## config.mk

```make
export PLATFORM = sky130hd
export DESIGN_NAME = shared_buffer_multi_queue
export DESIGN_NICKNAME = d
export VERILOG_FILES = /design/src/rtl/core/sbmq_pkg.sv /design/src/rtl/core/sbmq_ram.sv /design/src/rtl/core/sbmq_ctrl.sv /design/src/rtl/core/shared_buffer_multi_queue.sv
export SDC_FILE = /design/constraint.sdc
export NUM_CORES = 2
export LEC_CHECK = 0
export BUFFER_PORTS_ARGS = -buffer_cell sky130_fd_sc_hd__buf_2
export CORE_AREA = 10 10 560 562
export DETAILED_ROUTE_END_ITERATION = 8
export DIE_AREA = 0 0 570 572
export SLEW_MARGIN = 20
export SYNTH_ARGS = -nofsm -noshare
export SYNTH_HDL_FRONTEND = slang
export SYNTH_HIERARCHICAL = 1
export SYNTH_SLANG_ARGS = --single-unit
```

## constraint.sdc

```tcl
create_clock -name clk -period 9.6 [get_ports clk]
set_input_delay 0.96 -clock clk [delete_from_list [all_inputs] [get_ports clk]]
set_output_delay 0.96 -clock clk [all_outputs]
set_load 0.02 [all_outputs]
```

## src/rtl/core/sbmq_pkg.sv

```systemverilog
package sbmq_pkg;

  localparam int QID_W  = 2;
  localparam int DATA_W = 32;

  typedef enum logic {
    REQ_ENQ = 1'b0,
    REQ_DEQ = 1'b1
  } req_t;

  typedef enum logic [1:0] {
    ST_OK        = 2'd0,
    ST_OVERFLOW  = 2'd1,
    ST_UNDERFLOW = 2'd2
  } status_t;

  // Packed exactly as the tuser field of the input channel, request kind lowest.
  typedef struct packed {
    logic [QID_W-1:0] queue_id;
    req_t             req_type;
  } cmd_t;

  // Outcome of one request as decided by the control unit.
  typedef struct packed {
    status_t status;
    logic    deq_ok;
  } result_t;

endpackage

```

## src/rtl/core/sbmq_ram.sv

```systemverilog
module sbmq_ram #(
  parameter int DEPTH = 64,
  parameter int WIDTH = 32
) (
  input  logic                     clk,
  input  logic                     we,
  input  logic [$clog2(DEPTH)-1:0] waddr,
  input  logic [WIDTH-1:0]         wdata,
  input  logic                     re,
  input  logic [$clog2(DEPTH)-1:0] raddr,
  output logic [WIDTH-1:0]         rdata
);

  logic [WIDTH-1:0] mem [DEPTH];

  always_ff @(posedge clk) begin
    if (we) begin
      mem[waddr] <= wdata;
    end
  end

  // A read that meets a write to the same entry returns the new word.
  always_ff @(posedge clk) begin
    if (re) begin
      rdata <= (we && (waddr == raddr)) ? wdata : mem[raddr];
    end
  end

endmodule

```

## src/rtl/core/sbmq_ctrl.sv

```systemverilog
module sbmq_ctrl #(
  parameter int SLOTS  = 64,
  parameter int QUEUES = 4
) (
  input  logic                       clk,
  input  logic                       rst,
  input  logic                       fire,
  input  sbmq_pkg::cmd_t             cur,
  input  logic [$clog2(SLOTS+1)-1:0] link_rd,
  input  sbmq_pkg::cmd_t             nxt,
  output logic [$clog2(SLOTS)-1:0]   link_raddr,
  output logic [$clog2(SLOTS)-1:0]   data_raddr,
  output logic                       link_we,
  output logic [$clog2(SLOTS)-1:0]   link_waddr,
  output logic [$clog2(SLOTS+1)-1:0] link_wdata,
  output logic                       data_we,
  output logic [$clog2(SLOTS)-1:0]   data_waddr,
  output sbmq_pkg::result_t          result
);

  localparam int LW  = $clog2(SLOTS + 1);
  localparam int AW  = $clog2(SLOTS);
  localparam int QIW = (QUEUES > 1) ? $clog2(QUEUES) : 1;
  localparam logic [LW-1:0] NIL  = LW'(SLOTS);
  localparam logic [LW-1:0] LAST = LW'(SLOTS - 1);

  logic [LW-1:0] free_head, free_head_next;
  logic [LW-1:0] fill, fill_next;
  logic [LW-1:0] head [QUEUES];
  logic [LW-1:0] head_next [QUEUES];
  logic [LW-1:0] tail [QUEUES];
  logic [LW-1:0] tail_next [QUEUES];

  logic           cq_ok, nq_ok;
  logic [QIW-1:0] cqi, nqi;
  logic [LW-1:0]  c_head, c_tail;
  logic           fresh;

  assign cq_ok  = 32'(cur.queue_id) < QUEUES;
  assign nq_ok  = 32'(nxt.queue_id) < QUEUES;
  assign cqi    = cq_ok ? QIW'(cur.queue_id) : '0;
  assign nqi    = nq_ok ? QIW'(nxt.queue_id) : '0;
  assign c_head = head[cqi];
  assign c_tail = tail[cqi];
  // Slots at and above the fill mark were never handed out; their link is
  // simply the following slot.
  assign fresh  = (free_head == fill);

  always_comb begin
    free_head_next = free_head;
    fill_next      = fill;
    head_next      = head;
    tail_next      = tail;
    link_we        = 1'b0;
    link_waddr     = '0;
    link_wdata     = '0;
    data_we        = 1'b0;
    data_waddr     = AW'(free_head);
    result.status  = sbmq_pkg::ST_OK;
    result.deq_ok  = 1'b0;
    case (cur.req_type)
      sbmq_pkg::REQ_ENQ: begin
        if (!cq_ok || (free_head == NIL)) begin
          result.status = sbmq_pkg::ST_OVERFLOW;
        end else if (fire) begin
          if (fresh) begin
            free_head_next = (free_head == LAST) ? NIL : free_head + LW'(1);
            fill_next      = fill + LW'(1);
          end else begin
            free_head_next = link_rd;
          end
          if (c_head == NIL) begin
            head_next[cqi] = free_head;
          end else begin
            link_we    = 1'b1;
            link_waddr = AW'(c_tail);
            link_wdata = free_head;
          end
          tail_next[cqi] = free_head;
          data_we        = 1'b1;
        end
      end
      sbmq_pkg::REQ_DEQ: begin
        if (!cq_ok || (c_head == NIL)) begin
          result.status = sbmq_pkg::ST_UNDERFLOW;
        end else begin
          result.deq_ok = 1'b1;
          if (fire) begin
            head_next[cqi] = (c_head == c_tail) ? NIL : link_rd;
            link_we        = 1'b1;
            link_waddr     = AW'(c_head);
            link_wdata     = free_head;
            free_head_next = c_head;
          end
        end
      end
      default: begin
        result.status = sbmq_pkg::ST_OK;
      end
    endcase
  end

  // The incoming word reads at addresses taken from the state as it will be
  // after the word now being finished.
  always_comb begin
    data_raddr = AW'(head_next[nqi]);
    if (nxt.req_type == sbmq_pkg::REQ_ENQ) begin
      link_raddr = AW'(free_head_next);
    end else begin
      link_raddr = AW'(head_next[nqi]);
    end
  end

  always_ff @(posedge clk) begin
    if (rst) begin
      free_head <= '0;
      fill      <= '0;
      for (int i = 0; i < QUEUES; i++) begin
        head[i] <= NIL;
      end
    end else begin
      free_head <= free_head_next;
      fill      <= fill_next;
      head      <= head_next;
    end
  end

  always_ff @(posedge clk) begin
    tail <= tail_next;
  end

endmodule

```

## src/rtl/core/shared_buffer_multi_queue.sv

```systemverilog
// Requests register in the input stage, results in the output stage. Throughput: one request
// per clock unless the master side stalls, enqueue or dequeue in any mix, set by the single
// pass through the control unit with the next-state values forwarded into the RAM reads.
// Reset: synchronous; it clears the handshake stages, the free list head, the fill mark
// and the queue heads at once, so there is no clearing pass and no wait after reset.
module shared_buffer_multi_queue #(
  parameter int SLOTS  = 64,
  parameter int QUEUES = 4
) (
  input  logic        clk,
  input  logic        rst,
  input  logic        s_tvalid,
  output logic        s_tready,
  input  logic [31:0] s_tdata,   // item_value[31:0]
  input  logic [2:0]  s_tuser,   // req_type[0], queue_id[2:1]
  output logic        m_tvalid,
  input  logic        m_tready,
  output logic [31:0] m_tdata,   // data_out[31:0]
  output logic [1:0]  m_tuser    // status[1:0]
);

  localparam int LW = $clog2(SLOTS + 1);
  localparam int AW = $clog2(SLOTS);

  // The design is two register stages. The input stage holds the accepted
  // request; the RAM read data for it was fetched at the same edge. The
  // control unit then decides the request and updates the list pointers in
  // one pass, and the answer moves into the output stage. Slots link to each
  // other through the link RAM; free slots form a list whose tail is the run
  // of never used slots above the fill mark.

  logic                    in_valid;
  sbmq_pkg::cmd_t          in_cmd;
  logic [31:0]             in_item;
  logic                    out_valid;
  logic [31:0]             out_data;
  sbmq_pkg::status_t       out_status;

  logic                    fire;
  logic                    accept;
  sbmq_pkg::cmd_t          s_cmd;
  sbmq_pkg::result_t       result;

  logic [LW-1:0]           link_rd;
  logic [31:0]             slot_rd;
  logic [AW-1:0]           link_raddr;
  logic [AW-1:0]           data_raddr;
  logic                    link_we;
  logic [AW-1:0]           link_waddr;
  logic [LW-1:0]           link_wdata;
  logic                    data_we;
  logic [AW-1:0]           data_waddr;

  // The request in the input stage completes whenever the output stage is
  // empty or its word is being taken, so a waiting result never blocks a new
  // word for longer than the consumer stalls.
  assign fire     = in_valid && (!out_valid || m_tready);
  assign s_tready = !rst && (!in_valid || fire);
  assign accept   = s_tvalid && s_tready;
  assign s_cmd    = sbmq_pkg::cmd_t'(s_tuser);

  assign m_tvalid = out_valid;
  assign m_tdata  = out_data;
  assign m_tuser  = out_status;

  always_ff @(posedge clk) begin
    if (rst) begin
      in_valid  <= 1'b0;
      out_valid <= 1'b0;
    end else begin
      if (s_tready) begin
        in_valid <= s_tvalid;
      end
      if (fire) begin
        out_valid <= 1'b1;
      end else if (m_tready) begin
        out_valid <= 1'b0;
      end
    end
  end

  always_ff @(posedge clk) begin
    if (accept) begin
      in_cmd  <= s_cmd;
      in_item <= s_tdata;
    end
    if (fire) begin
      out_status <= result.status;
      out_data   <= result.deq_ok ? slot_rd : 32'd0;
    end
  end

  sbmq_ctrl #(
    .SLOTS  (SLOTS),
    .QUEUES (QUEUES)
  ) u_ctrl (
    .clk        (clk),
    .rst        (rst),
    .fire       (fire),
    .cur        (in_cmd),
    .link_rd    (link_rd),
    .nxt        (s_cmd),
    .link_raddr (link_raddr),
    .data_raddr (data_raddr),
    .link_we    (link_we),
    .link_waddr (link_waddr),
    .link_wdata (link_wdata),
    .data_we    (data_we),
    .data_waddr (data_waddr),
    .result     (result)
  );

  // Link store: the successor of each slot, in its queue or in the free list.
  sbmq_ram #(
    .DEPTH (SLOTS),
    .WIDTH (LW)
  ) u_link_ram (
    .clk   (clk),
    .we    (link_we),
    .waddr (link_waddr),
    .wdata (link_wdata),
    .re    (accept),
    .raddr (link_raddr),
    .rdata (link_rd)
  );

  // Data store: the word held in each slot.
  sbmq_ram #(
    .DEPTH (SLOTS),
    .WIDTH (32)
  ) u_data_ram (
    .clk   (clk),
    .we    (data_we),
    .waddr (data_waddr),
    .wdata (in_item),
    .re    (accept),
    .raddr (data_raddr),
    .rdata (slot_rd)
  );

endmodule

```

==> results.cfg <==
[sta]
finalCriticalPeriod_ns = 7.34
timing.final.crit_share_pct = 76.5
fin_setup_tns_ns = 0
layout_setup_ws_ns = 2.26
drv_slew = 0
fmax_mhz = 136
clock-skew-final_ns = 0.0860
worst_pin_slew_ns = 1.13
rsz0062_at_grt = false
hold_violations = 0
finalSetupViolations = 0
relSlewSlack_pct = 23.4

[synth]
synth_top_cell_area_share_pct = 75.0
synthTopCellsByArea = edfxtp_1 75%, mux2i_1 8.8%, mux4_2 4.1%, a22oi_1 3.2%, dfxtp_1 0.84%
synth_area_per_cell_um2 = 18.5
yosys.area.top_type = edfxtp_1
seq_area_frac_synth_pct = 75.8
yosys_warnings = 6
async_flop_share_pct = 0
synth_edf_count = 2632
syn-num-nets = 5751
syn_inst = 5709
syn-cell-area_um2 = 105000
synth_cell_types = 88
synth-main-ff-cell = edfxtp_1
synth-seq-cells = 2676

[critical_path]
worstSetupEndpointType = flop
start_kind = flop
required_ns = 10.20
worstPathMaxFanout = 42
worstPathCellList = buf_4 -> mux4_2 -> or4b_4 -> nor2_1 -> a31oi_1 -> o22a_1 -> mux2i_1 -> a21o_4 -> and2_4 -> buf_4 -> a22oi_1 -> nand3_1 -> nand4_1 -> a32oi_1 -> nand2_1
critPathMostFrequentCell = buf_4
critPathKind = reg -> reg
worst_path_largest_cell_delay_ns = 0.74
cp.arrival_ns = 7.94
critPathSlowestCell = nor2_1

[global_route]
overflow = 0
grt_max_degree = 123
grt_pass1_vias = 55400
use_met2_pct = 28.0
globalRoute.busiestLayer = met2
grt_pass1_wl_um = 405000
antenna_found_initial = 14
met1_usage_pct = 22.6
gr-usage-all-layers_pct = 16.8
gr-usage-met3_pct = 2.82

[placed_design]
place_inst = 9591
dp_worst_setup_slack_ns = 2.23
dp_hpwl_um = 155000
routabilityCongestion = 0.855
portBuffers = 74

[routing]
drcViolationCount = 0
drt_wl_total_um = 284000
ant_nets = 0
wl_per_cell_um = 28.2
drtIter0Drc = 6891
dr_total_vias = 55900
drtPass1Iterations = 6
via_per_inst = 5.54

[clock_network]
cts_buffers = 284
clockBufferDepth = 4
cts_sinks = 2676
cts_resized = 0
clk_pin_slew_ns = 0.06
postCtsSetupBuffers = 0
cts_tree = built
clockRootBuffer = clkbuf_16
holdBufCountCts = 0
h-tree-depth = 5
clock_latency_ns = 0.86

[floorplanning]
start_util_pct = 34.9
die_area_um2 = 326000
dieHeight_um = 572
rows = 202
pin_count = 75
core_um2 = 302000
die_w_um = 570

[power]
ir_drop_mv = 0.125
p_per_area_nw_per_um2 = 202
p_leak_nw = 36.6

[cells_and_area]
stdcell_count = 10100
final_common_cell = edfxtp_1
final_nets = 5941
drive_gt1_share_pct = 15.4
final_cell_mix = 2632 x edfxtp_1, 923 x mux2i_1, 443 x a22oi_1
synthToLayoutAreaGrowth_pct = 14.0

[outcome]
status = finished, final reports clean

[worst_hold_path]
hold_path.class = in -> reg

[run]
drv_cap = 0
critical path, delay by kind of cell (launching register included):
family | cells | cell delay [ns]
AOI/OAI and AO/OA | 5 | 1.81
DFF | 1 | 0.33
buffers and inverters | 2 | 1.00
muxes | 2 | 1.07
and+or+nand+nor | 6 | 2.81
metal layers:
metal | vias to the layer above | share of wire [%]
met5 | - | 0.0039
met4 | 2 | 3.3
met3 | 517 | 7.9
met2 | 2530 | 48
met1 | 29300 | 40
li1 | 23600 | -
per-stage QoR:
stage	hold slack (ns)	instance area (um2)	total power [W]	util, %
finish	0.311	120000	0.0243	39.8
global route	0.264	120000	0.0249	39.8
CTS	0.246	120000	0.0244	39.8
detailed placement	0.492	111000	0.0139	36.9
global placement	0.479	111000	0.0139	36.9
floorplan	0.454	105000	0.0136	-
worst paths after layout:
path / endpoint / slack, ns / start / cells after the start
worst min register to register: u_ctrl/head[27]$_SDFFE_PP1P_ / 0.51 / u_ctrl/head[27]$_SDFFE_PP1P_ / 2
worst max register to register: u_data_ram/rdata[7]$_DFFE_PP_ / 2.26 / in_cmd[1]$_DFFE_PP_ / 15
worst max-delay path: u_data_ram/rdata[7]$_DFFE_PP_ / 2.26 / in_cmd[1]$_DFFE_PP_ / 15
worst min-delay path: in_item[19]$_DFFE_PP_ / 0.31 / s_tdata[19] / 1
sequential cells by signal, summed over array words and instances (netlist names):
signal            flops
in_cmd                3
m_tvalid              1
u_data_ram/mem     2048
u_ctrl/head          28
in_valid              1
u_ctrl/tail          28
u_ctrl/free_head      7
u_ctrl/fill           7
u_data_ram/rdata     32
in_item              32
m_tuser               2
m_tdata              32
u_link_ram/rdata      7
u_link_ram/mem      448
area by class of cell:
cell class / instances / area, um2
diodes: 5 / 12.5
clock buffers: 360 / 7590
clock inverters: 134 / 1260
fillers: 26600 / 182000
inverters: 26 / 97.6
multi-input cells: 2657 / 24400
flip-flops and latches: 2676 / 79900
well taps: 3978 / 4980
repair buffers: 254 / 2000
power by group:
group,switching (W),internal [W]
clock network,0.00438,0.00618
logic,0.000623,0.000232
registers,0.0000269,0.0128
Yosys cell counts, drive strengths merged (3+ instances only):
library cell	n
a2111oi	7
a211oi	19
a21oi	111
a221o	6
a221oi	4
a22o	8
a22oi	443
a311oi	7
a31oi	14
a32o	4
a32oi	34
a41o	3
and2	52
and3	10
buf	189
clkbuf	161
dfxtp	44
edfxtp	2632
ha	3
inv	25
mux2	7
mux2i	924
mux4	224
nand2	178
nand2b	9
nand3	154
nand3b	7
nand4	41
nor2	199
nor2b	31
nor3	12
nor4	7
o211ai	6
o21ai	34
o221ai	5
o22ai	3
o311ai	12
o31ai	6
or3	6
or3b	3
xnor2	15
xor2	18
logic make-up after synthesis:
| family | Yosys count | synth area share [%] |
|---|---|---|
| simple gates | 719 | 3.28 |
| compound gates | 747 | 5.13 |
| xor+xnor | 33 | 0.274 |
| flops | 2676 | 75.8 |
| mux | 1155 | 13.7 |
| buf+inv | 376 | 1.74 |
| fa+ha+maj | 3 | 0.0356 |
No activity file was read; power rests on OpenSTA's default activity.
